[src/hw/rtl/ffa_pkg.sv]
// ----------------------------------------------------------------------------
// ffa_pkg
// Shared constants, codes and controller/datapath types of the first-fit
// block allocator.
// ----------------------------------------------------------------------------
`default_nettype none

package ffa_pkg;

	// Page geometry (grain size is a power of two)
	localparam int PAGE_BYTES  = 4096;
	localparam int GRAIN_BYTES = 8;
	localparam int NGRAIN      = PAGE_BYTES / GRAIN_BYTES;
	localparam int AW          = $clog2(NGRAIN);
	localparam int CW          = AW + 1;
	localparam int GL          = $clog2(GRAIN_BYTES);

	// Field widths
	localparam int SIZE_W = 13;
	localparam int OFF_W  = 12;
	localparam int NEED_W = SIZE_W;
	localparam int IN_W   = 32;
	localparam int OUT_W  = 16;

	// Request kinds
	localparam logic REQ_ALLOC = 1'b0;
	localparam logic REQ_FREE  = 1'b1;

	typedef enum logic [1:0] {
		ST_OK        = 2'd0,
		ST_BAD_SIZE  = 2'd1,
		ST_NO_FIT    = 2'd2,
		ST_NOT_FOUND = 2'd3
	} status_t;

	typedef enum logic [3:0] {
		S_CLEAR,
		S_IDLE,
		S_DECIDE,
		S_A_SCAN,
		S_A_MARK,
		S_F_RD,
		S_F_CHK,
		S_F_WALK,
		S_MERGE,
		S_RESP
	} state_t;

	// Controller to datapath
	typedef struct packed {
		state_t  phase;
		logic    load;
		logic    emit;
		status_t code;
	} cmd_t;

	// Datapath to controller
	typedef struct packed {
		logic clear_done;
		logic is_alloc;
		logic bad_size;
		logic bad_off;
		logic a_hit;
		logic a_end;
		logic mark_done;
		logic chk_ok;
		logic walk_done;
		logic merge_done;
		logic out_free;
	} stat_t;

endpackage

`default_nettype wire

[src/hw/rtl/first_fit_block_allocator_top.sv]
// ----------------------------------------------------------------------------
// first_fit_block_allocator_top
// First-fit allocator over one page of granules with merging of freed blocks.
// ----------------------------------------------------------------------------
// Usage:
//   Requests enter on the s_ channel: s_tuser is the kind (0 allocate, 1 free),
//   s_tdata carries the size in bytes and the offset to release. Each request
//   yields exactly one result beat on the m_ channel: a status code and, on a
//   good allocate, the byte offset of the block.
//   One request is handled at a time. An allocate walks the mark memories one
//   granule a cycle until the first fitting block, then clears the free marks
//   of the taken granules one a cycle. A free checks the start mark, walks the
//   block setting free marks, then runs a full merge pass over all 512
//   granules. Bad sizes and misaligned offsets are answered from the decode
//   step, an offset that is no block start after its start mark is read. The
//   walks go through the single-read-port mark memories.
//   After reset a clearing pass over all 512 granules initialises the
//   memories; no request is taken during it. The result sits in an output
//   register, so a stalled receiver does not stop the next request from being
//   accepted; only the following result waits until the register is taken.
// ----------------------------------------------------------------------------
`default_nettype none

module first_fit_block_allocator_top (
	input  wire logic                      clk,
	input  wire logic                      arst_n,
	input  wire logic                      s_tvalid,
	output logic                           s_tready,
	input  wire logic [ffa_pkg::IN_W-1:0]  s_tdata,   // size_bytes[12:0], release_offset[24:13]
	input  wire logic                      s_tuser,   // req_type
	output logic                           m_tvalid,
	input  wire logic                      m_tready,
	output logic      [ffa_pkg::OUT_W-1:0] m_tdata    // status[1:0], block_offset[13:2]
);

	ffa_pkg::cmd_t  cmd;
	ffa_pkg::stat_t stat;

	ffa_ctrl u_ctrl (
		.clk      (clk),
		.arst_n   (arst_n),
		.s_tvalid (s_tvalid),
		.s_tready (s_tready),
		.stat     (stat),
		.cmd      (cmd)
	);

	ffa_dp u_dp (
		.clk      (clk),
		.arst_n   (arst_n),
		.cmd      (cmd),
		.stat     (stat),
		.s_tdata  (s_tdata),
		.s_tuser  (s_tuser),
		.m_tvalid (m_tvalid),
		.m_tready (m_tready),
		.m_tdata  (m_tdata)
	);

endmodule

`default_nettype wire

[src/hw/rtl/ffa_ram.sv]
// ----------------------------------------------------------------------------
// ffa_ram
// Generic single-write, single-read RAM with registered read data.
// ----------------------------------------------------------------------------
`default_nettype none

module ffa_ram #(
	parameter int WIDTH = 1,
	parameter int DEPTH = 512
) (
	input  wire logic                     clk,
	input  wire logic                     we,
	input  wire logic [$clog2(DEPTH)-1:0] waddr,
	input  wire logic [WIDTH-1:0]         wdata,
	input  wire logic [$clog2(DEPTH)-1:0] raddr,
	output logic      [WIDTH-1:0]         rdata
);

	logic [WIDTH-1:0] mem_q [DEPTH];

	// Write port and registered read port
	always_ff @(posedge clk) begin
		if (we) begin
			mem_q[waddr] <= wdata;
		end
		rdata <= mem_q[raddr];
	end

endmodule

`default_nettype wire

[src/hw/rtl/ffa_ctrl.sv]
// ----------------------------------------------------------------------------
// ffa_ctrl
// Sequencer of the allocator: clearing pass, request decode, first-fit scan,
// marking, free walk, merge pass and result hand-off.
// ----------------------------------------------------------------------------
`default_nettype none

module ffa_ctrl (
	input  wire logic           clk,
	input  wire logic           arst_n,
	input  wire logic           s_tvalid,
	output logic                s_tready,
	input  wire ffa_pkg::stat_t stat,
	output ffa_pkg::cmd_t       cmd
);

	ffa_pkg::state_t  state_q, state_d;
	ffa_pkg::status_t code_q, code_d;

	// Next state and result code
	always_comb begin
		state_d = state_q;
		code_d  = code_q;
		unique case (state_q)
			ffa_pkg::S_CLEAR: begin
				if (stat.clear_done) state_d = ffa_pkg::S_IDLE;
			end
			ffa_pkg::S_IDLE: begin
				if (s_tvalid) state_d = ffa_pkg::S_DECIDE;
			end
			ffa_pkg::S_DECIDE: begin
				if (stat.is_alloc) begin
					if (stat.bad_size) begin
						state_d = ffa_pkg::S_RESP;
						code_d  = ffa_pkg::ST_BAD_SIZE;
					end else begin
						state_d = ffa_pkg::S_A_SCAN;
					end
				end else if (stat.bad_off) begin
					state_d = ffa_pkg::S_RESP;
					code_d  = ffa_pkg::ST_NOT_FOUND;
				end else begin
					state_d = ffa_pkg::S_F_RD;
				end
			end
			ffa_pkg::S_A_SCAN: begin
				if (stat.a_hit) begin
					state_d = ffa_pkg::S_A_MARK;
				end else if (stat.a_end) begin
					state_d = ffa_pkg::S_RESP;
					code_d  = ffa_pkg::ST_NO_FIT;
				end
			end
			ffa_pkg::S_A_MARK: begin
				if (stat.mark_done) begin
					state_d = ffa_pkg::S_RESP;
					code_d  = ffa_pkg::ST_OK;
				end
			end
			ffa_pkg::S_F_RD: begin
				state_d = ffa_pkg::S_F_CHK;
			end
			ffa_pkg::S_F_CHK: begin
				if (stat.chk_ok) begin
					state_d = ffa_pkg::S_F_WALK;
				end else begin
					state_d = ffa_pkg::S_RESP;
					code_d  = ffa_pkg::ST_NOT_FOUND;
				end
			end
			ffa_pkg::S_F_WALK: begin
				if (stat.walk_done) state_d = ffa_pkg::S_MERGE;
			end
			ffa_pkg::S_MERGE: begin
				if (stat.merge_done) begin
					state_d = ffa_pkg::S_RESP;
					code_d  = ffa_pkg::ST_OK;
				end
			end
			ffa_pkg::S_RESP: begin
				if (stat.out_free) state_d = ffa_pkg::S_IDLE;
			end
			default: state_d = ffa_pkg::S_CLEAR;
		endcase
	end

	// Outputs
	always_comb begin
		s_tready  = (state_q == ffa_pkg::S_IDLE);
		cmd.phase = state_q;
		cmd.load  = (state_q == ffa_pkg::S_IDLE) && s_tvalid;
		cmd.emit  = (state_q == ffa_pkg::S_RESP) && stat.out_free;
		cmd.code  = code_q;
	end

	always_ff @(posedge clk or negedge arst_n) begin
		if (!arst_n) begin
			state_q <= ffa_pkg::S_CLEAR;
			code_q  <= ffa_pkg::ST_OK;
		end else begin
			state_q <= state_d;
			code_q  <= code_d;
		end
	end

endmodule

`default_nettype wire

[src/hw/rtl/ffa_dp.sv]
// ----------------------------------------------------------------------------
// ffa_dp
// Datapath of the allocator: start and free mark memories, walk counter,
// read pipeline, block tracking and result register.
// ----------------------------------------------------------------------------
`default_nettype none

module ffa_dp (
	input  wire logic                        clk,
	input  wire logic                        arst_n,
	input  wire ffa_pkg::cmd_t               cmd,
	output ffa_pkg::stat_t                   stat,
	input  wire logic [ffa_pkg::IN_W-1:0]    s_tdata,
	input  wire logic                        s_tuser,
	output logic                             m_tvalid,
	input  wire logic                        m_tready,
	output logic      [ffa_pkg::OUT_W-1:0]   m_tdata
);

	localparam int AW = ffa_pkg::AW;
	localparam int CW = ffa_pkg::CW;
	localparam int NW = ffa_pkg::NEED_W;

	// Request fields
	logic [ffa_pkg::SIZE_W-1:0] size_in;
	logic [ffa_pkg::OFF_W-1:0]  roff_in, goff_in;
	assign size_in = s_tdata[ffa_pkg::SIZE_W-1:0];
	assign roff_in = s_tdata[ffa_pkg::SIZE_W +: ffa_pkg::OFF_W];
	assign goff_in = roff_in >> ffa_pkg::GL;

	logic          typ_q, bad_size_q, bad_off_q;
	logic [NW-1:0] need_q, cnt_q;
	logic [AW-1:0] g_q, bs_q, a_s1;
	logic [CW-1:0] rd_q, run_q, split_q;
	logic          v_s1, fr_q, prevf_q, found_q, end_q, stop_q;
	logic          out_v_q;
	logic [ffa_pkg::OFF_W-1:0] out_off_q;
	ffa_pkg::status_t          out_st_q;

	// Memory ports
	logic          sdat, fdat;
	logic          s_we, s_wd, f_we, f_wd;
	logic [AW-1:0] s_wa, f_wa, raddr;
	assign raddr = rd_q[AW-1:0];

	ffa_ram #(.WIDTH(1), .DEPTH(ffa_pkg::NGRAIN)) u_start_ram (
		.clk(clk), .we(s_we), .waddr(s_wa), .wdata(s_wd), .raddr(raddr), .rdata(sdat)
	);

	ffa_ram #(.WIDTH(1), .DEPTH(ffa_pkg::NGRAIN)) u_free_ram (
		.clk(clk), .we(f_we), .waddr(f_wa), .wdata(f_wd), .raddr(raddr), .rdata(fdat)
	);

	// Block tracking during the first-fit scan
	logic          st_n, fr_n, hit, scan_go, at_end;
	logic [CW-1:0] run_n;
	logic [AW-1:0] bs_n;
	assign at_end  = (rd_q == CW'(ffa_pkg::NGRAIN));
	assign scan_go = (cmd.phase == ffa_pkg::S_A_SCAN) && v_s1 && !found_q && !end_q;
	assign st_n    = sdat;
	assign run_n   = st_n ? CW'(1) : run_q + CW'(1);
	assign fr_n    = st_n ? fdat : fr_q;
	assign bs_n    = st_n ? a_s1 : bs_q;
	assign hit     = scan_go && fr_n && (NW'(run_n) == need_q);

	logic walk_done, merge_done;
	assign walk_done  = stop_q || (at_end && !v_s1);
	assign merge_done = at_end && !v_s1;

	// Read issue and memory writes per phase
	logic issue;
	always_comb begin
		issue = 1'b0;
		s_we  = 1'b0;
		s_wa  = raddr;
		s_wd  = 1'b0;
		f_we  = 1'b0;
		f_wa  = raddr;
		f_wd  = 1'b0;
		unique case (cmd.phase)
			ffa_pkg::S_CLEAR: begin
				s_we = 1'b1;
				s_wd = (rd_q == '0);
				f_we = 1'b1;
				f_wd = 1'b1;
			end
			ffa_pkg::S_A_SCAN: begin
				issue = !at_end && !found_q && !end_q;
			end
			ffa_pkg::S_A_MARK: begin
				f_we = 1'b1;
				f_wd = 1'b0;
				s_we = (cnt_q == '0) && (split_q < CW'(ffa_pkg::NGRAIN));
				s_wa = split_q[AW-1:0];
				s_wd = 1'b1;
			end
			ffa_pkg::S_F_RD: begin
				issue = 1'b1;
			end
			ffa_pkg::S_F_CHK: begin
				f_we = sdat;
				f_wa = g_q;
				f_wd = 1'b1;
			end
			ffa_pkg::S_F_WALK: begin
				issue = !at_end && !walk_done;
				f_we  = v_s1 && !stop_q && !sdat;
				f_wa  = a_s1;
				f_wd  = 1'b1;
			end
			ffa_pkg::S_MERGE: begin
				issue = !at_end;
				s_we  = v_s1 && (a_s1 != '0) && sdat && fdat && prevf_q;
				s_wa  = a_s1;
				s_wd  = 1'b0;
			end
			default: ;
		endcase
	end

	// Status towards the controller
	always_comb begin
		stat.clear_done = (cmd.phase == ffa_pkg::S_CLEAR) && (rd_q == CW'(ffa_pkg::NGRAIN - 1));
		stat.is_alloc   = (typ_q == ffa_pkg::REQ_ALLOC);
		stat.bad_size   = bad_size_q;
		stat.bad_off    = bad_off_q;
		stat.a_hit      = found_q;
		stat.a_end      = end_q;
		stat.mark_done  = (cmd.phase == ffa_pkg::S_A_MARK) && (cnt_q == need_q - NW'(1));
		stat.chk_ok     = sdat;
		stat.walk_done  = walk_done;
		stat.merge_done = merge_done;
		stat.out_free   = !out_v_q || m_tready;
	end

	// Control registers: counter, read pipeline, scan flags, result valid
	always_ff @(posedge clk or negedge arst_n) begin
		if (!arst_n) begin
			rd_q    <= '0;
			v_s1    <= 1'b0;
			found_q <= 1'b0;
			end_q   <= 1'b0;
			stop_q  <= 1'b0;
			out_v_q <= 1'b0;
		end else begin
			v_s1 <= issue;
			if (cmd.load) begin
				rd_q    <= (s_tuser == ffa_pkg::REQ_FREE) ? CW'(goff_in) : '0;
				found_q <= 1'b0;
				end_q   <= 1'b0;
				stop_q  <= 1'b0;
			end else if (hit) begin
				rd_q    <= CW'(bs_n);
				found_q <= 1'b1;
			end else if (cmd.phase == ffa_pkg::S_F_WALK && walk_done) begin
				rd_q <= '0;
			end else if (issue || cmd.phase == ffa_pkg::S_CLEAR
					|| cmd.phase == ffa_pkg::S_A_MARK) begin
				rd_q <= rd_q + CW'(1);
			end
			if (scan_go && !hit && a_s1 == AW'(ffa_pkg::NGRAIN - 1)) begin
				end_q <= 1'b1;
			end
			if (cmd.phase == ffa_pkg::S_F_WALK && v_s1 && sdat) begin
				stop_q <= 1'b1;
			end
			if (cmd.emit) begin
				out_v_q <= 1'b1;
			end else if (m_tready) begin
				out_v_q <= 1'b0;
			end
		end
	end

	// Payload registers
	always_ff @(posedge clk) begin
		a_s1    <= raddr;
		prevf_q <= (cmd.phase == ffa_pkg::S_MERGE && v_s1) ? fdat : 1'b0;
		if (cmd.load) begin
			typ_q      <= s_tuser;
			need_q     <= NW'(size_in >> ffa_pkg::GL);
			bad_size_q <= (size_in == '0)
				|| ((size_in & ffa_pkg::SIZE_W'(ffa_pkg::GRAIN_BYTES - 1)) != '0);
			bad_off_q  <= ((roff_in & ffa_pkg::OFF_W'(ffa_pkg::GRAIN_BYTES - 1)) != '0)
				|| (32'(goff_in) >= ffa_pkg::NGRAIN);
			g_q        <= goff_in[AW-1:0];
			cnt_q      <= '0;
		end
		if (scan_go) begin
			run_q <= run_n;
			fr_q  <= fr_n;
			bs_q  <= bs_n;
		end
		if (hit) begin
			split_q <= CW'(bs_n) + CW'(need_q);
			cnt_q   <= '0;
		end else if (cmd.phase == ffa_pkg::S_A_MARK) begin
			cnt_q <= cnt_q + NW'(1);
		end
		if (cmd.emit) begin
			out_st_q  <= cmd.code;
			out_off_q <= (cmd.code == ffa_pkg::ST_OK && typ_q == ffa_pkg::REQ_ALLOC)
				? ffa_pkg::OFF_W'(32'(bs_q) << ffa_pkg::GL) : '0;
		end
	end

	assign m_tvalid = out_v_q;
	assign m_tdata  = {(ffa_pkg::OUT_W - ffa_pkg::OFF_W - 2)'(0), out_off_q, out_st_q};

endmodule

`default_nettype wire

[config.mk]
export PLATFORM = sky130hd
export DESIGN_NAME = first_fit_block_allocator_top
export DESIGN_NICKNAME = d
export VERILOG_FILES = /design/src/hw/rtl/ffa_pkg.sv /design/src/hw/rtl/first_fit_block_allocator_top.sv /design/src/hw/rtl/ffa_ram.sv /design/src/hw/rtl/ffa_ctrl.sv /design/src/hw/rtl/ffa_dp.sv
export SDC_FILE = /design/constraint.sdc
export NUM_CORES = 2
export LEC_CHECK = 0
export ABC_AREA = 1
export BUFFER_PORTS_ARGS = -buffer_cell sky130_fd_sc_hd__buf_4
export CAP_MARGIN = 20
export CORE_MARGIN = 5
export CORE_UTILIZATION = 30
export CTS_CLUSTER_SIZE = 10
export DETAILED_ROUTE_END_ITERATION = 8
export GPL_TIMING_DRIVEN = 0
export HOLD_SLACK_MARGIN = 0.08
export SLEW_MARGIN = 30
export SYNTH_ARGS = -nofsm -noshare
export SYNTH_HDL_FRONTEND = slang
export SYNTH_HIERARCHICAL = 1
export SYNTH_SLANG_ARGS = --single-unit
[constraint.sdc]
create_clock -name clk -period 39.9 [get_ports clk]
set_input_delay 1.995 -clock clk [delete_from_list [all_inputs] [get_ports clk]]
set_output_delay 1.995 -clock clk [all_outputs]
set_load 0.1 [all_outputs]
==> impl_metrics.toml <==
[run_status]
outcome = "complete, no violations"

[timing]
worstMarginPinSlew_ns = 1.13
finalHoldWorstSlack_ns = 0.445
relSlewSlack_pct = 24.9
worst_clock_skew_ns = 0.0339
fin_ws_ns = 35.10
timing_hold_violations_final = 0
finalCritPeriodShare_pct = 12.0
fmax_ghz = 0.208
slew_viol_final = 0
finalSetupViolCount = 0
grt_setup_unrepaired = "false"
period_minus_slack_ns = 4.80

[run]
maxCapViolations = 0

[floorplanning]
initial_core_util_pct = 30.2
dieWidth_um = 432
fp-row-count = 154
io_pins = 55
coreArea_sq_um = 176000
die_y_um = 432
die_area_sq_um = 186000

[synth]
synthSimpleGateAreaFrac_pct = 29.3
synthMuxAreaShare_pct = 0
ys_ff_latch = 1133
synthTopCellsByArea = "edfxtp_1, nand3_1, nand2_1, nor2_1, inv_1"
synth_top_family_by_area = "simple AND/OR/NAND/NOR gates"
synth_area_sq_um = 53300
async_flop_share_pct = 1.85
ys_warn_count = 6
yosysMostFrequentCell = "nand2_1"
yosysSeqAreaShare_pct = 63.2
synth_enable_flop_cells = 1087
ys_types = 58
post_synth.cell_area_avg_sq_um = 9.55
synthTopCellsByCount = "nand2_1, nor2_1, edfxtp_1, nand3_1, inv_1"
netlist.area_leader.share_pct = 61.2
synthCells = 5582
ys.flop_type = "edfxtp_1"
synth_xor_area_share_pct = 0.427
synthAdderAreaFrac_pct = 0.390
yosysTopAreaCell = "edfxtp_1"
synth_compound_area_share_pct = 1.07

[routing]
wl_per_cell_um = 23.6
viasPerCell = 5.32
drtIter0Drc = 6508
drc_errors = 0
vias = 43872
drt-pass1-iter-count = 7
ant_nets = 0
finalWirelength_um = 194000

[grt]
gr-usage-met1_pct = 26.6
grt_pass1_wl_um = 277000
use_met3_pct = 4.62
first_global_vias = 40810
grt_usage_pct = 20.1
grt_antenna_before_repair = 2
use_met2_pct = 31.3
top_usage_layer = "met2"
grt_max_degree = 78
grt_overflow = 0

[critical_path]
worst_setup_path_end_kind = "flip-flop"
crit_path_max_fanout = 11
start_kind = "flip-flop"
slowest_stage = "nor3_1"
cp.required_ns = 40.34
worstPathArrival_ns = 5.24
path_cells = "nor2_1, nand2_2, clkinv_1, nor2_1, nand2_1, o211ai_1, inv_1, nor3_1, nand2_1, clkbuf_1, nor2_1"
path_class = "reg -> reg"
critPathMaxStageDelay_ns = 0.76
crit_path_frequent_cell = "nor2_1"

[worst_hold_path]
hold_path_class = "reg -> reg"

[placement]
io_buffers = 42
place_congestion = 0.936
hpwl_um = 130000
pre_cts_ws_ns = 35.29

[power]
p_leak_uw = 0.0218
p_per_area_nw_per_um2 = 59.6
peakVddDrop_uv = 36.4

[clock_tree]
clk_latency_ns = 0.74
cts_root_buf = "clkbuf_16"
ctsResizeCount = 0
cts_setup_buffers = 0
cts_max_level = 4
cts_tree = "done"
cts_hold_buf = 0
clk_pin_slew_ns = 0.05
cts_sinks = 1133
cts_made_buffers = 135
cts_max_path_buffers = 3

[cells_and_area]
nFillCells = 18053
drive_gt1_share_pct = 10.7
area_delta_synth_final_pct = 14.7
fin_nets = 5899
post-route-util_pct = 34.6
register_area_sq_um = 33700
multiInputGateArea_sq_um = 16700
## routing by layer
metal / vias to the layer above / part of all wire, %
met4: 0 / 5.0
met5: - / 0
met1: 21231 / 38
met2: 2850 / 45
li1: 19236 / -
met3: 555 / 12
## final cells by class
| cell class | count | area share (%) |
|---|---|---|
| timing repair buffer | 123 | 1.49 |
| buffer | 404 | 3.77 |
| tap | 2340 | 4.79 |
| inverter | 210 | 1.31 |
| antenna | 1 | 0.00409 |
| sequential | 1133 | 55.1 |
| clock inverter | 21 | 0.418 |
| multi-input combinational | 3839 | 27.3 |
| clock buffer | 169 | 5.82 |
## critical path: cells and delay by family, from the launching register on
family                 cells  cell delay, ns
AND/OR/NAND/NOR            7            2.55
buffers and inverters      3            0.97
flip-flops                 1            0.59
AO/OA/AOI/OAI              1            0.41
## cell usage in the layout, fill, tap and decap left out, types with 21 or more instances in the layout
cell type and instances:
inv_1 191, buf_2 209, buf_6 56, nor2_1 1156
o211ai_1 21, clkbuf_1 136, nand2_1 1367, nand3_1 1053
dfxtp_1 25, clkbuf_2 44, nor3_1 32, dfrtp_1 21
buf_4 76, nor2_2 24, edfxtp_1 1087, o21ai_0 27
buf_1 23, clkbuf_16 136
## worst paths after layout
path | start | end | slack, ns | depth (start not counted)
setup / recovery | u_ctrl/state_q[0] | u_dp/u_start_ram/mem_q[444] | 35.10 | 11
hold / removal | u_dp/rd_q[5] | u_dp/a_s1[5] | 0.45 | 0
setup reg to reg | u_ctrl/state_q[0] | u_dp/u_start_ram/mem_q[444] | 35.10 | 11
hold reg to reg | u_dp/rd_q[5] | u_dp/a_s1[5] | 0.45 | 0
max in group asynchronous | arst_n | u_dp/rd_q[0] | 38.49 | 1
min in group asynchronous | arst_n | u_dp/m_tvalid | 1.15 | 1
## power breakdown
part	leakage, uW	total, uW	internal (uW)	switching (uW)
sequential	0.0105	1330	1300	24.7
combinational	0.00942	1210	299	907
clock	0.00185	1110	626	487
total	0.0218	3640	2230	1420
## logic make-up (layout without fill, tap and decap cells)
family	after synthesis	count (layout)
AND/OR/NAND/NOR	3704	3704
flip-flops	1133	1133
buffers and inverters	614	927
AO/OA/AOI/OAI	88	88
XOR/XNOR	26	26
adder cells (fa/ha/maj)	16	16
other	1	6
## state kept, by name, indices dropped and copies added (netlist names), 2 cells and up
name,flops
u_dp/u_start_ram/mem_q,512
u_dp/run_q,10
u_dp/a_s1,9
u_dp/out_st_q,2
u_dp/need_q,10
u_dp/g_q,9
u_dp/out_off_q,9
u_dp/bs_q,9
u_dp/rd_q,10
u_dp/u_free_ram/mem_q,512
u_dp/cnt_q,13
u_ctrl/code_q,2
u_dp/split_q,10
u_ctrl/state_q,4
## metrics by stage
stage,cells,area (sq um),TNS (ns),total power [uW]
after floorplan,5586,53300,0,2020
after global routing,8240,61100,0,3750
after global placement,7968,56600,-9458.56,2500
final,8240,61100,0,3640
after detailed placement,8048,57300,0,2500
after CTS,8238,61100,0,3600
Note: power is estimated with default switching activity, not from simulation.
